<file path="config.mk">
export PLATFORM = sky130hd
export DESIGN_NAME = char_lcd_4bit_sequencer
export DESIGN_NICKNAME = d
export VERILOG_FILES = /design/src/rtl/core/clcd_pkg.sv /design/src/rtl/core/char_lcd_4bit_sequencer.sv /design/src/rtl/core/clcd_datapath.sv
export SDC_FILE = /design/constraint.sdc
export NUM_CORES = 1
export LEC_CHECK = 0
export BUFFER_PORTS_ARGS = -buffer_cell sky130_fd_sc_hd__buf_2
export CORE_MARGIN = 4
export CORE_UTILIZATION = 40
export DETAILED_ROUTE_END_ITERATION = 7
export PLACE_DENSITY_LB_ADDON = 0.12
export SYNTH_ARGS = -nofsm -noshare
export SYNTH_HDL_FRONTEND = slang
export SYNTH_HIERARCHICAL = 1
export SYNTH_SLANG_ARGS = --single-unit
</file>
<file path="constraint.sdc">
create_clock -name clk_i -period 5.2 [get_ports clk_i]
set_input_delay 0.52 -clock clk_i [delete_from_list [all_inputs] [get_ports clk_i]]
set_output_delay 0.52 -clock clk_i [all_outputs]
set_load 0.01 [all_outputs]
</file>
<file path="src/rtl/core/clcd_pkg.sv">
package clcd_pkg;

  localparam int PcW = 6;
  localparam int RomDepth = 37;

  localparam logic [PcW-1:0] EntryByte  = 6'd0;
  localparam logic [PcW-1:0] EntryClear = 6'd4;
  localparam logic [PcW-1:0] EntryInit  = 6'd9;

  localparam logic [7:0] CmdClear  = 8'h01;
  localparam logic [7:0] CursorBit = 8'h80;

  typedef enum logic [2:0] {
    KIND_CMD    = 3'd0,
    KIND_DATA   = 3'd1,
    KIND_CURSOR = 3'd2,
    KIND_CLEAR  = 3'd3,
    KIND_INIT   = 3'd4
  } kind_e;

  typedef enum logic [1:0] {
    NIB_HELD  = 2'd0,
    NIB_HI    = 2'd1,
    NIB_LO    = 2'd2,
    NIB_CONST = 2'd3
  } nib_sel_e;

  typedef enum logic [1:0] {
    RS_HELD = 2'd0,
    RS_REQ  = 2'd1,
    RS_ZERO = 2'd2
  } rs_sel_e;

  typedef struct packed {
    logic       en;
    nib_sel_e   nib;
    logic [3:0] cnib;
    rs_sel_e    rs;
    logic [5:0] hold;
    logic       last;
  } ctrl_word_t;

  function automatic ctrl_word_t mk(logic en, nib_sel_e nib, logic [3:0] cnib,
                                    rs_sel_e rs, logic [5:0] hold, logic last);
    ctrl_word_t w;
    w.en   = en;
    w.nib  = nib;
    w.cnib = cnib;
    w.rs   = rs;
    w.hold = hold;
    w.last = last;
    return w;
  endfunction

  function automatic ctrl_word_t nib_word(logic en, logic [3:0] cnib, logic last);
    return mk(en, NIB_CONST, cnib, RS_ZERO, 6'd1, last);
  endfunction

  function automatic ctrl_word_t wait_word(logic [5:0] hold, logic last);
    return mk(1'b0, NIB_HELD, 4'h0, RS_HELD, hold, last);
  endfunction

  function automatic ctrl_word_t rom_word(logic [PcW-1:0] pc);
    ctrl_word_t w;
    unique case (pc)
      // byte request: command, data, cursor
      6'd0:  w = mk(1'b1, NIB_HI, 4'h0, RS_REQ, 6'd1, 1'b0);
      6'd1:  w = mk(1'b0, NIB_HI, 4'h0, RS_REQ, 6'd1, 1'b0);
      6'd2:  w = mk(1'b1, NIB_LO, 4'h0, RS_REQ, 6'd1, 1'b0);
      6'd3:  w = mk(1'b0, NIB_LO, 4'h0, RS_REQ, 6'd1, 1'b1);
      // clear
      6'd4:  w = mk(1'b1, NIB_HI, 4'h0, RS_REQ, 6'd1, 1'b0);
      6'd5:  w = mk(1'b0, NIB_HI, 4'h0, RS_REQ, 6'd1, 1'b0);
      6'd6:  w = mk(1'b1, NIB_LO, 4'h0, RS_REQ, 6'd1, 1'b0);
      6'd7:  w = mk(1'b0, NIB_LO, 4'h0, RS_REQ, 6'd1, 1'b0);
      6'd8:  w = wait_word(6'd2, 1'b1);
      // power-up init
      6'd9:  w = wait_word(6'd50, 1'b0);
      6'd10: w = nib_word(1'b1, 4'h3, 1'b0);
      6'd11: w = nib_word(1'b0, 4'h3, 1'b0);
      6'd12: w = wait_word(6'd5, 1'b0);
      6'd13: w = nib_word(1'b1, 4'h3, 1'b0);
      6'd14: w = nib_word(1'b0, 4'h3, 1'b0);
      6'd15: w = wait_word(6'd1, 1'b0);
      6'd16: w = nib_word(1'b1, 4'h3, 1'b0);
      6'd17: w = nib_word(1'b0, 4'h3, 1'b0);
      6'd18: w = nib_word(1'b1, 4'h2, 1'b0);
      6'd19: w = nib_word(1'b0, 4'h2, 1'b0);
      6'd20: w = nib_word(1'b1, 4'h2, 1'b0);
      6'd21: w = nib_word(1'b0, 4'h2, 1'b0);
      6'd22: w = nib_word(1'b1, 4'h8, 1'b0);
      6'd23: w = nib_word(1'b0, 4'h8, 1'b0);
      6'd24: w = nib_word(1'b1, 4'h0, 1'b0);
      6'd25: w = nib_word(1'b0, 4'h0, 1'b0);
      6'd26: w = nib_word(1'b1, 4'hC, 1'b0);
      6'd27: w = nib_word(1'b0, 4'hC, 1'b0);
      6'd28: w = nib_word(1'b1, 4'h0, 1'b0);
      6'd29: w = nib_word(1'b0, 4'h0, 1'b0);
      6'd30: w = nib_word(1'b1, 4'h6, 1'b0);
      6'd31: w = nib_word(1'b0, 4'h6, 1'b0);
      6'd32: w = nib_word(1'b1, 4'h0, 1'b0);
      6'd33: w = nib_word(1'b0, 4'h0, 1'b0);
      6'd34: w = nib_word(1'b1, 4'h1, 1'b0);
      6'd35: w = nib_word(1'b0, 4'h1, 1'b0);
      6'd36: w = wait_word(6'd2, 1'b1);
      default: w = wait_word(6'd1, 1'b1);
    endcase
    return w;
  endfunction

  function automatic logic [7:0] row_base(logic [1:0] row);
    logic [7:0] b;
    unique case (row)
      2'd0: b = 8'h00;
      2'd1: b = 8'h40;
      2'd2: b = 8'h14;
      default: b = 8'h54;
    endcase
    return b;
  endfunction

endpackage

</file>
<file path="src/rtl/core/char_lcd_4bit_sequencer.sv">
// the first segment word of a request is registered at the output after the program counter is loaded
// throughput: one segment per cycle while the output is not stalled; 4 segments for a byte, 5 for clear, 28 for init
// one request at a time, the program counter walks a 37-step control rom
// a new request is taken in the cycle after the last segment is issued
// reset clears the sequencer, the output valid and the held rs and data lines
module char_lcd_4bit_sequencer (
  input  logic       clk_i,
  input  logic       rst_ni,
  input  logic       in_valid_i,
  output logic       in_stall_o,
  input  logic [2:0] kind_i,
  input  logic [7:0] value_i,
  input  logic [1:0] row_i,
  input  logic [5:0] col_i,
  output logic       out_valid_o,
  input  logic       out_stall_i,
  output logic       rs_o,
  output logic       en_o,
  output logic [3:0] data_lines_o,
  output logic [5:0] hold_ms_o,
  output logic       last_o
);

  logic                       busy_q, busy_d;
  logic [clcd_pkg::PcW-1:0]   pc_q, pc_d;
  logic                       out_valid_q, out_valid_d;
  logic                       accept, load, step;
  logic                       load_rs;
  logic [7:0]                 load_byte;
  logic [clcd_pkg::PcW-1:0]   entry;
  clcd_pkg::ctrl_word_t       cw;

  assign accept = in_valid_i && !busy_q;
  assign step   = busy_q && (!out_valid_q || !out_stall_i);
  assign cw     = clcd_pkg::rom_word(pc_q);

  always_comb begin
    load      = 1'b0;
    load_rs   = 1'b0;
    load_byte = value_i;
    entry     = clcd_pkg::EntryByte;
    unique case (kind_i)
      clcd_pkg::KIND_CMD: begin
        load = accept;
      end
      clcd_pkg::KIND_DATA: begin
        load    = accept;
        load_rs = 1'b1;
      end
      clcd_pkg::KIND_CURSOR: begin
        load      = accept;
        load_byte = clcd_pkg::CursorBit | (clcd_pkg::row_base(row_i) + {2'b00, col_i});
      end
      clcd_pkg::KIND_CLEAR: begin
        load      = accept;
        load_byte = clcd_pkg::CmdClear;
        entry     = clcd_pkg::EntryClear;
      end
      clcd_pkg::KIND_INIT: begin
        load  = accept;
        entry = clcd_pkg::EntryInit;
      end
      default: load = 1'b0;
    endcase
  end

  always_comb begin
    busy_d      = busy_q;
    pc_d        = pc_q;
    out_valid_d = out_valid_q;
    if (!out_stall_i) begin
      out_valid_d = 1'b0;
    end
    if (step) begin
      out_valid_d = 1'b1;
      pc_d        = pc_q + 1'b1;
      if (cw.last) begin
        busy_d = 1'b0;
      end
    end
    if (load) begin
      busy_d = 1'b1;
      pc_d   = entry;
    end
  end

  always_ff @(posedge clk_i or negedge rst_ni) begin
    if (!rst_ni) begin
      busy_q      <= 1'b0;
      pc_q        <= '0;
      out_valid_q <= 1'b0;
    end else begin
      busy_q      <= busy_d;
      pc_q        <= pc_d;
      out_valid_q <= out_valid_d;
    end
  end

  clcd_datapath u_datapath (
    .clk_i        (clk_i),
    .rst_ni       (rst_ni),
    .load_i       (load),
    .load_rs_i    (load_rs),
    .load_byte_i  (load_byte),
    .step_i       (step),
    .cw_i         (cw),
    .rs_o         (rs_o),
    .en_o         (en_o),
    .data_lines_o (data_lines_o),
    .hold_ms_o    (hold_ms_o),
    .last_o       (last_o)
  );

  assign in_stall_o  = busy_q;
  assign out_valid_o = out_valid_q;

  a_load_busy: assert property (@(posedge clk_i) disable iff (!rst_ni)
    load |=> busy_q && !in_stall_o == 1'b0)
    else $error("request taken but sequencer not busy");

  a_last_done: assert property (@(posedge clk_i) disable iff (!rst_ni)
    step && cw.last |=> !busy_q && out_valid_o && last_o)
    else $error("last segment did not end the request");

  a_pc_range: assert property (@(posedge clk_i) disable iff (!rst_ni)
    busy_q |-> pc_q < 6'(clcd_pkg::RomDepth))
    else $error("program counter past end of control rom");

  a_hold_nonzero: assert property (@(posedge clk_i) disable iff (!rst_ni)
    out_valid_o |-> hold_ms_o != 6'd0)
    else $error("segment word with zero hold time");

endmodule

</file>
<file path="src/rtl/core/clcd_datapath.sv">
module clcd_datapath (
  input  logic                  clk_i,
  input  logic                  rst_ni,
  input  logic                  load_i,
  input  logic                  load_rs_i,
  input  logic [7:0]            load_byte_i,
  input  logic                  step_i,
  input  clcd_pkg::ctrl_word_t  cw_i,
  output logic                  rs_o,
  output logic                  en_o,
  output logic [3:0]            data_lines_o,
  output logic [5:0]            hold_ms_o,
  output logic                  last_o
);

  logic [7:0] byte_q;
  logic       req_rs_q;
  logic [3:0] held_lines_q, held_lines_d;
  logic       held_rs_q, held_rs_d;
  logic       rs_q, en_q, last_q;
  logic [3:0] lines_q;
  logic [5:0] hold_q;

  always_comb begin
    held_lines_d = held_lines_q;
    held_rs_d    = held_rs_q;
    unique case (cw_i.nib)
      clcd_pkg::NIB_HELD:  held_lines_d = held_lines_q;
      clcd_pkg::NIB_HI:    held_lines_d = byte_q[7:4];
      clcd_pkg::NIB_LO:    held_lines_d = byte_q[3:0];
      clcd_pkg::NIB_CONST: held_lines_d = cw_i.cnib;
      default:             held_lines_d = held_lines_q;
    endcase
    unique case (cw_i.rs)
      clcd_pkg::RS_HELD: held_rs_d = held_rs_q;
      clcd_pkg::RS_REQ:  held_rs_d = req_rs_q;
      clcd_pkg::RS_ZERO: held_rs_d = 1'b0;
      default:           held_rs_d = held_rs_q;
    endcase
  end

  always_ff @(posedge clk_i or negedge rst_ni) begin
    if (!rst_ni) begin
      held_lines_q <= 4'h0;
      held_rs_q    <= 1'b0;
    end else if (step_i) begin
      held_lines_q <= held_lines_d;
      held_rs_q    <= held_rs_d;
    end
  end

  always_ff @(posedge clk_i) begin
    if (load_i) begin
      byte_q   <= load_byte_i;
      req_rs_q <= load_rs_i;
    end
    if (step_i) begin
      rs_q    <= held_rs_d;
      en_q    <= cw_i.en;
      lines_q <= held_lines_d;
      hold_q  <= cw_i.hold;
      last_q  <= cw_i.last;
    end
  end

  assign rs_o         = rs_q;
  assign en_o         = en_q;
  assign data_lines_o = lines_q;
  assign hold_ms_o    = hold_q;
  assign last_o       = last_q;

endmodule
</file>
Word-level counts from Yosys, hierarchy flattened
Memories as Yosys holds them, arrays and structs flattened.
Index checks and enable logic that the tools add are counted.
Word-level totals
  register bits after elaboration: 35
  memory bits (read-only): 960
  input port bits: 23
  output and inout port bits: 15
  word-level logic and storage cells: 55
  memories kept: 1
Operators by class
  add/sub/neg operators: 2
  equal/unequal tests: 12
  mux-type cells: 15
  reduce and logical (&&, ||, !) cells: 13
Memories
  (name not given): depth 64, width 15, rd ports 1, clocked after memory_dff 0, wr ports 0, RTL line clcd_pkg.sv:65  | unique case (pc)
Operators by type and width (number)
  one-hot mux 7 bit (3 select lines): 1
  one-hot mux 4 bit (4 select lines): 1
  one-hot mux 8 bit (2 select lines): 1
  two-way mux 6 bit: 2
  == test 2 bit, second input constant: 4
  one-hot mux 4 bit (2 select lines): 1
  adder 7 x 6 -> 7 bit: 1
  two-way mux 1 bit: 7
  two-way mux 7 bit: 1
  adder 6 x 1 -> 6 bit, second input constant: 1
  == test 2 x 1 -> 1 bit, second input constant: 3
  == test 3 x 2 -> 1 bit, second input constant: 2
  OR reduction 5 bit: 1
  zero test 2 bit: 2
  nonzero test 2 bit: 2
  == test 3 x 1 -> 1 bit, second input constant: 1
  == test 3 bit, second input constant: 1
  zero test 1 bit: 3
  zero test 3 bit: 1
  logical AND 1 bit: 2
  != test 2 x 1 -> 1 bit, second input constant: 1
  one-hot mux 1 bit (2 select lines): 1
  AND reduction 2 bit: 1
  logical OR 1 bit: 1

Longest topological paths before layout
Gate-level depths: netlist of run 1.
  word-level depth: 5
  mapped depth: 12
  depth with buffers taken out: 11

Modules after synthesis
The synthesis of run 1 kept the hierarchy.
By module, submodules not included
  clcd_datapath: times used 1, cells an instance 72, area an instance 1107.3 µm², sequential area each 785.8 µm²
  char_lcd_4bit_sequencer: times used 1, cells an instance 133, area an instance 959.7 µm², sequential area each 200.2 µm²

Least setup slack after synthesis of run 1
OpenSTA, ideal clock, no wires.
  kind: reg2reg
  from: register pc_q[1] in the netlist's numbering
  to: register u_datapath.lines_q[1], in the netlist u_datapath/data_lines_o[1], data pin
  setup time: 0.271 ns
  arrival time: 2.034 ns
  data required time: 4.929 ns
  setup slack: 2.895 ns
  stages on the path, launching flop included: 12
  path buffers: 2
  period minus slack after synthesis: 2.305 ns
  cells stage by stage: dfrtp_1 > buf_2 > inv_1 > ha_1 > a31oi_1 > nor2_1 > a21oi_1 > o31ai_1 > buf_6 > mux2_4 > nand2_1 > o21ai_0
RTL lines
  from (decl): RTL line char_lcd_4bit_sequencer.sv:25  | logic [clcd_pkg::PcW-1:0] pc_q, pc_d;
  from (signal assigned): RTL line char_lcd_4bit_sequencer.sv:94  | pc_q <= pc_d;
  to (signal assigned): RTL line clcd_datapath.sv:60  | lines_q <= held_lines_d;
  to (decl): RTL line clcd_datapath.sv:21  | logic [3:0] lines_q;

==> results of run 1 <==
-- synth_stat cells (3+ instances only) --
cell type,n
sky130_fd_sc_hd__nand2_1,23
sky130_fd_sc_hd__o31ai_1,5
sky130_fd_sc_hd__xor2_1,3
sky130_fd_sc_hd__nand4_1,4
sky130_fd_sc_hd__nor3b_1,3
sky130_fd_sc_hd__buf_4,4
sky130_fd_sc_hd__edfxtp_1,22
sky130_fd_sc_hd__dfrtp_1,13
sky130_fd_sc_hd__inv_1,12
sky130_fd_sc_hd__xnor2_1,6
sky130_fd_sc_hd__buf_2,4
sky130_fd_sc_hd__ha_1,9
sky130_fd_sc_hd__a31oi_1,7
sky130_fd_sc_hd__mux2_2,3
sky130_fd_sc_hd__o21ai_0,15
sky130_fd_sc_hd__nor3_1,5
sky130_fd_sc_hd__nand2b_1,7
sky130_fd_sc_hd__nor2_1,8
sky130_fd_sc_hd__nand3_1,7
sky130_fd_sc_hd__a21oi_1,15
sky130_fd_sc_hd__clkbuf_1,3
-- path summary, 6_finish.rpt --
path	from	to	slack, ns	cells after the start
setup / recovery	pc_q[1]	u_datapath/data_lines_o[2]	2.70	10
hold / removal	rst_ni	out_valid_o	0.12	1
setup reg to reg	pc_q[1]	u_datapath/data_lines_o[2]	2.70	10
hold reg to reg	u_datapath/held_rs_q	u_datapath/held_rs_q	0.51	1
max in group asynchronous	rst_ni	u_datapath/held_lines_q[1]	4.84	1
min in group clk_i	out_stall_i	out_valid_o	0.50	3
-- layer usage --
metal,track usage [%],vias to the layer above,wire length [um]
met4,5.57,0,68
met3,3.95,8,261
met1,18.4,690,1860
met5,0,-,0
met2,19.5,47,1630
li1,-,802,-
-- where the power goes --
part	switching (W)	internal (W)
logic	0.000353	0.000294
clock network	0.0000947	0.000140
registers	0.0000914	0.000436
total	0.000539	0.000870
-- registers in the layout, indices dropped and copies added, names as in the netlist --
register                 flops
in_stall_o                   1
out_valid_o                  1
pc_q                         6
u_datapath/byte_q            8
u_datapath/data_lines_o      4
u_datapath/en_o              1
u_datapath/held_lines_q      4
u_datapath/held_rs_q         1
u_datapath/hold_ms_o         6
u_datapath/last_o            1
u_datapath/req_rs_q          1
u_datapath/rs_o              1
-- area by class of cell --
class                   instances  area share (%)
flip-flops and latches         35            41.6
multi-input cells             144            39.9
repair buffers                 39            8.44
well taps                      67            3.53
clock buffers                   5            2.90
inverters                      13            2.06
clock inverters                 3            1.64
-- per-stage QoR --
stage | util [%] | instance area (um^2) | total power, W
final | 48.9 | 2370 | 0.00141
after detailed placement | 46.7 | 2260 | 0.00118
after floorplan | - | 2070 | 0.00104
after global routing | 48.9 | 2370 | 0.00154
after global placement | 46.7 | 2260 | 0.00118
after CTS | 48.9 | 2370 | 0.00142
-- cells by family (layout without fill, tap and decap cells) --
logic type | after synthesis | count (layout) | synth area share (%)
multiplexers | 6 | 6 | 3.57
AND/OR/NAND/NOR | 67 | 67 | 17.1
other | 1 | 1 | 0.181
XOR/XNOR | 9 | 9 | 3.81
AO/OA/AOI/OAI | 52 | 52 | 15.6
buffers and inverters | 26 | 60 | 6.54
flip-flops | 35 | 35 | 47.7
adder cells (fa/ha/maj) | 9 | 9 | 5.45
==> reports/summary.md, run 1 <==
The number of enable-type register cells in the synthesized netlist works out to 22. The worst path needs 2.50 ns of the cycle, external delays included. For this configuration, the core starts out at a cell density of 42.6%. The biggest cell delay along the critical path works out to 0.57 ns. The number of max-slew violations in the final report is 0. The number of nets with antenna violations after detailed routing is 0, and the total via count after detailed routing is 1547. For the total routed wirelength, the log shows 3.82 mm. Across the VDD grid, the largest voltage drop is 0.310 mV. The startpoint class of the critical path is a flip-flop. For this block, the initial DRC count from the detailed router was 178.

Row generation in the floorplan step produced 25 rows. For this run, design rule violations remaining after detail routing come to 0. Counting every instance in the synthesized netlist gives 205. The logs give 237 for the net count after synthesis and 32 for the maximum number of pins on one net before global-route repair. Setup violations remaining at the end of the flow were counted as 0. The detail-routed via count per cell works out to 5.06. The sequential area share after synthesis is 47.7%. The clock insertion delay at the later pin of the skew report was 0.28 ns; the synthesized flop and latch total was 35.

After clock tree synthesis, the flow added hold-fix buffers numbering 0. The root buffer cell is sky130_fd_sc_hd__clkbuf_8. The layout overhead on the synthesized area was 14.8%; the number of endpoints with negative hold slack in the final report was 0.

The share of final-layout standard cells stronger than drive strength 1 works out to 24.7%. For the number of unique standard cell types used by synthesis, the log shows 41. The worst setup path category was flip-flop to flip-flop. Classification of the worst-slack hold path: input port to async pin. The total overflow left after global routing is 0. The run finished with clean final reports.

Summing all multi-input logic gate instances after layout gives 946 um^2. Number of placed instances, taps included: 298. Once the clock tree was built, the resizer swapped 0 gates to a different size. The number of diodes is 0, and the number of top-level pins is 38. The die covers 0.00638 mm^2. For the pin with the worst max-slew slack, the measured transition is 1.04 ns. The library cell used most frequently in the layout, excluding fill and tap cells, is sky130_fd_sc_hd__buf_2. The number of clock buffers inserted by TritonCTS is 5. Setup repair after global routing left no endpoint under its margin. The HPWL after detailed placement is 2.73 mm. The placeable core area was 0.00485 mm^2; the final net count was 270. The clock passes through at most 2 buffers.

For the initial antenna violation count, the log shows 0. The library cells used most frequently in the layout, excluding fill and tap cells, are sky130_fd_sc_hd__buf_2 (37), sky130_fd_sc_hd__nand2_1 (23), sky130_fd_sc_hd__edfxtp_1 (22). The H-tree depth reported by CTS was 2; the maximum fanout along the worst path was 16. The async set-or-reset flop fraction in the synthesized netlist was 37.1%; the clock-pin slew on the worst setup and hold paths was 0.07 ns.

For the highest clock rate, the log shows 401 MHz. Across the run, the number of max-cap violations was 0. TritonCTS built the clock tree.

The number of buffers and inverters on the critical path is 2. For the first-pass GRT wire length, the log shows 6.61 mm. The final weighted congestion in routability-driven placement is 0.803, and the global router's overall resource usage is 13.4%. The average footprint of a synthesized cell is 10.1 um^2. For this design the static power due to leakage is 0.991 nW. The via count of the first global-routing pass is 1418, and the iteration count of the initial detailed-routing pass is 4. The count of filler cells inserted in the layout is 442, and the count of yosys warnings during synthesis is 6.

The prevailing post-synth register cell is sky130_fd_sc_hd__edfxtp_1. Buffers placed on the I/O ports in this run total 37. In this run the vertical extent of the chip is 79.9 um. The routed length per instance came out at 12.5 um. The share of synthesized area in the top cell type comes to 32.0%. The worst setup path is captured at a flip-flop. The power per unit of standard cell area came out at 594 mW/mm^2. The signal on the critical path passes through inv_1 -> ha_1 -> a31oi_1 -> nor2_1 -> a21oi_1 -> o31ai_1 -> buf_4 -> mux2_2 -> nand2_1 -> o21ai_0. Timing analysis after detailed placement gives a worst setup slack of 2.72 ns. Summed over all instances, the cell type with the most area after synthesis is sky130_fd_sc_hd__edfxtp_1. For the worst setup path, the data required time is 5.23 ns. Headroom to the max-slew limit came out at 30.4%. For the final routed database, the setup TNS stands at 0 ns. The largest individual stage delay along the critical path comes from the cell sky130_fd_sc_hd__dfrtp_1. The signal arrival time at the worst endpoint is 2.53 ns, and the CTS sink count is 35.

In the post-route analysis, the smallest setup slack over all paths is 2.70 ns. The count of buffers added by post-CTS timing repair for setup was 0; the final-layout worst hold slack was 0.116 ns. Summed instance area of the synthesized netlist: 0.00207 mm^2.

The count of cells in the finished layout, fillers not included, comes to 306. For the final database, setup skew stands at 0.00323 ns. Ranked by total cell area, the synthesized netlist is headed by sky130_fd_sc_hd__edfxtp_1 (32%), sky130_fd_sc_hd__dfrtp_1 (16%), sky130_fd_sc_hd__ha_1 (5.4%), sky130_fd_sc_hd__nand2_1 (4.2%), sky130_fd_sc_hd__a21oi_1 (3.6%).

The chip width works out to 79.9 um. The period utilization came out at 48.0%. On the critical path the largest part of the delay comes from flip-flops.

The register area came out at 986 um^2.
(Power assumes the default switching activity.)
==> run 2: changes to the inputs <==
clock period = 2.5 ns   (was 5.2 ns; I/O delays follow)
==> run 2 against run 1 <==
  * Clock power grew 110%
  * Via count grew 1.1%
  * Worst setup slack worse by 2.5 ns
  * Largest cell class unchanged
  * Global-route usage down 0.22 points
  * Register-to-register slack got worse by 2.5 ns
  * Wire length up 3.6%
  * Sequential share of layout area is 1.5 points lower
  * Critical path depth is the same
  * Largest power group unchanged
  * Critical endpoint is now u_datapath/data_lines_o[3]
  * Utilization rose by 1.8 points
  * Die area unchanged
  * Sequential power up 92%
  * Clock-buffer cell count grew 2
==> reports/summary.md, run 2 (same netlist as run 1, synthesis figures left out) <==
The flow ran to the end, and the final reports show no timing, DRC or antenna violations. The register with the most flip-flops in the layout has 8 of them. Starting density of the core: 42.6%. The tools report the die footprint as 0.00638 mm^2. The total via count after detailed routing is 1564. The top cell types in the final layout, fill and taps aside, are sky130_fd_sc_hd__buf_2 (37), sky130_fd_sc_hd__nand2_1 (23), sky130_fd_sc_hd__edfxtp_1 (22). The classification of the worst-slack hold path was input port to flip-flop. The first TritonRoute pass finished after 4 iterations. In the routed layout, each cell is associated on average with a via count of 4.93. The chip width was 79.9 um; the final weighted congestion in routability-driven placement was 0.854. IR analysis of the VDD net gives a maximum drop of 0.437 mV. The tools report the via count of the first global-routing pass as 1478. The transition time of the tightest slew-check pin was 0.800 ns. The area growth from synthesis to layout is 19.1%.

The global routing's busiest layer is met2. Global router's overall resource usage: 13.2%. The run gives 0.176 ns as the smallest setup slack after layout. Counting the buffers created by CTS gives 5. The number of violations reported at the end of detailed-routing iteration 0 is 81.

STA puts the critical path data required time at 2.63 ns. At the placement stage, the worst setup path has a slack of 0.111 ns. The number of buffer cells added on primary ports is 37, and the number of diodes is 0.

The cell repeated most along the worst path was sky130_fd_sc_hd__a21oi_1. The first global-routing pass estimated 6.65 mm of wire. At the end of the flow, the number of nets in the layout was 281. Period utilization: 93.0%.

The number of cells on the worst reg-to-reg path is 10, and the number of top-level pins is 38. The number of max-slew violations in the final report was 0. The tool flagged a number of max-cap violations equal to 0.

In this design, the stage delay of the slowest critical-path cell is 0.40 ns. The tools report the CTS sink count as 35. The share of final-layout standard cells stronger than drive strength 1 is 27.6%. Global routing finished with a remaining overflow of 0. The critical path goes through inv_1 -> ha_1 -> a31oi_1 -> nor2_1 -> a21oi_1 -> o31ai_2 -> buf_4 -> and2b_4 -> a21oi_1 -> o21ai_0.

The initial antenna violation count is 0. Counting along the longest clock path gives a buffer depth of 2. Maximum fanout along the worst path: 10. The number of endpoints with negative hold slack in the final report was 0.

The run gives 0.00485 mm^2 as the placeable core area. The worst setup path category is flip-flop to flip-flop. On the critical path, the stage with the largest delay is an instance of sky130_fd_sc_hd__dfrtp_1.

Summed over all failing endpoints, the final setup total negative slack is 0 ns. Based on the critical path, the design can be clocked at up to 430 MHz. The total routed wirelength came out at 3.95 mm. Maximum number of pins on one net before global-route repair: 32. Clock-pin slew was measured on the worst setup and hold paths at 0.07 ns. Counting flops per register, the top entry is u_datapath/byte_q. For this run, global-route usage on met2 was measured as 20.9%.

Dividing the detail-routed wire length by the instance count gives 12.5 um. The count of nets left with antenna violations once routing finished came out at 0. The static leakage is 1.04 nW, and the floorplan die height is 79.9 um. The worst setup path is captured at a flip-flop.

The worst-case clock skew came out at 0.00458 ns. The global routing met1 resource utilization was 17.1%. TritonCTS built the clock tree. The floorplan has 25 rows. Most common library cell in the layout ignoring fill and taps: sky130_fd_sc_hd__buf_2. The tools report the final-layout worst hold slack as 0.228 ns. The power per unit of standard cell area works out to 1230 mW/mm^2.

The tools report the startpoint class of the critical path as a flip-flop. The time the worst path needs with I/O delays and setup works out to 2.32 ns. The logs give 4.29% for the fraction of met3 tracks used by global routing and 2 for the H-tree depth reported by CTS. The worst hold path was traced through 3 stages.

At the worst endpoint, the arrival time is 2.45 ns. Root buffer cell: sky130_fd_sc_hd__clkbuf_8. The remaining max-slew budget at the tightest pin is 46.4%, and the half-perimeter wire length of the detailed placement result is 2.97 mm. Setup violations remaining at the end of the flow were counted as 0. The logs give 0.00303 W for the total power consumption of the routed design and 0 for the remaining design rule violation count. Setup repair after global routing left no endpoint under its margin. At the later pin of the worst-skew pair, clock insertion delay measures 0.28 ns.
-- run 2: power by group --
part / internal, W / leakage (nW) / switching (W)
Clock: 0.000298 / 0.0524 / 0.000194
Combinational: 0.000689 / 0.623 / 0.000841
Sequential: 0.000905 / 0.368 / 0.000105
Total: 0.00189 / 1.04 / 0.00114
-- run 2: worst paths after layout --
path / to / slack [ns] / start
worst max-delay path: u_datapath/data_lines_o[3] / 0.18 / pc_q[1]
worst min-delay path: out_valid_o / 0.23 / out_stall_i
worst max register to register: u_datapath/data_lines_o[3] / 0.18 / pc_q[1]
worst min register to register: u_datapath/held_rs_q / 0.53 / u_datapath/held_rs_q
max in group asynchronous: u_datapath/held_lines_q[1] / 1.86 / rst_ni
min in group asynchronous: out_valid_o / 0.39 / rst_ni
-- run 2: area by class of cell --
class                      count  area, um^2
multi-input combinational    144         951
clock buffer                   7        76.3
clock inverter                 1        30.0
inverter                      13        48.8
timing repair buffer          50         285
sequential                    35         986
fill                         474        2390
tap                           67        83.8
-- run 2: per-stage QoR --
stage               area, um^2  cells  util (%)
detailed placement        2340    308      48.3
finish                    2460    317      50.8
floorplan                 2070    205         -
global route              2460    317      50.8
CTS                       2460    317      50.7
global placement          2340    308      48.3
-- run 2: critical path: cells and delay by family (launching register included) --
family / cells / cell delay (ns)
AOI/OAI and AO/OA: 5 / 0.84
adders and majority gates: 1 / 0.32
buffers and inverters: 2 / 0.32
and+or+nand+nor: 2 / 0.29
DFF: 1 / 0.40
-- run 2: what timing repair did --
action                                 in CTS  in global routing
setup endpoints to repair                   0                  6
gates resized for setup                     0                  1
hold buffers                                1                  0
endpoints found under the hold margin      13                  0
buffers inserted                            0                  0
-- run 2: routing by layer --
metal | routed length [um] | up-vias
met4 | 55 | 0
met3 | 290 | 8
li1 | - | 823
met1 | 1970 | 683
met2 | 1640 | 50
met5 | 0 | -
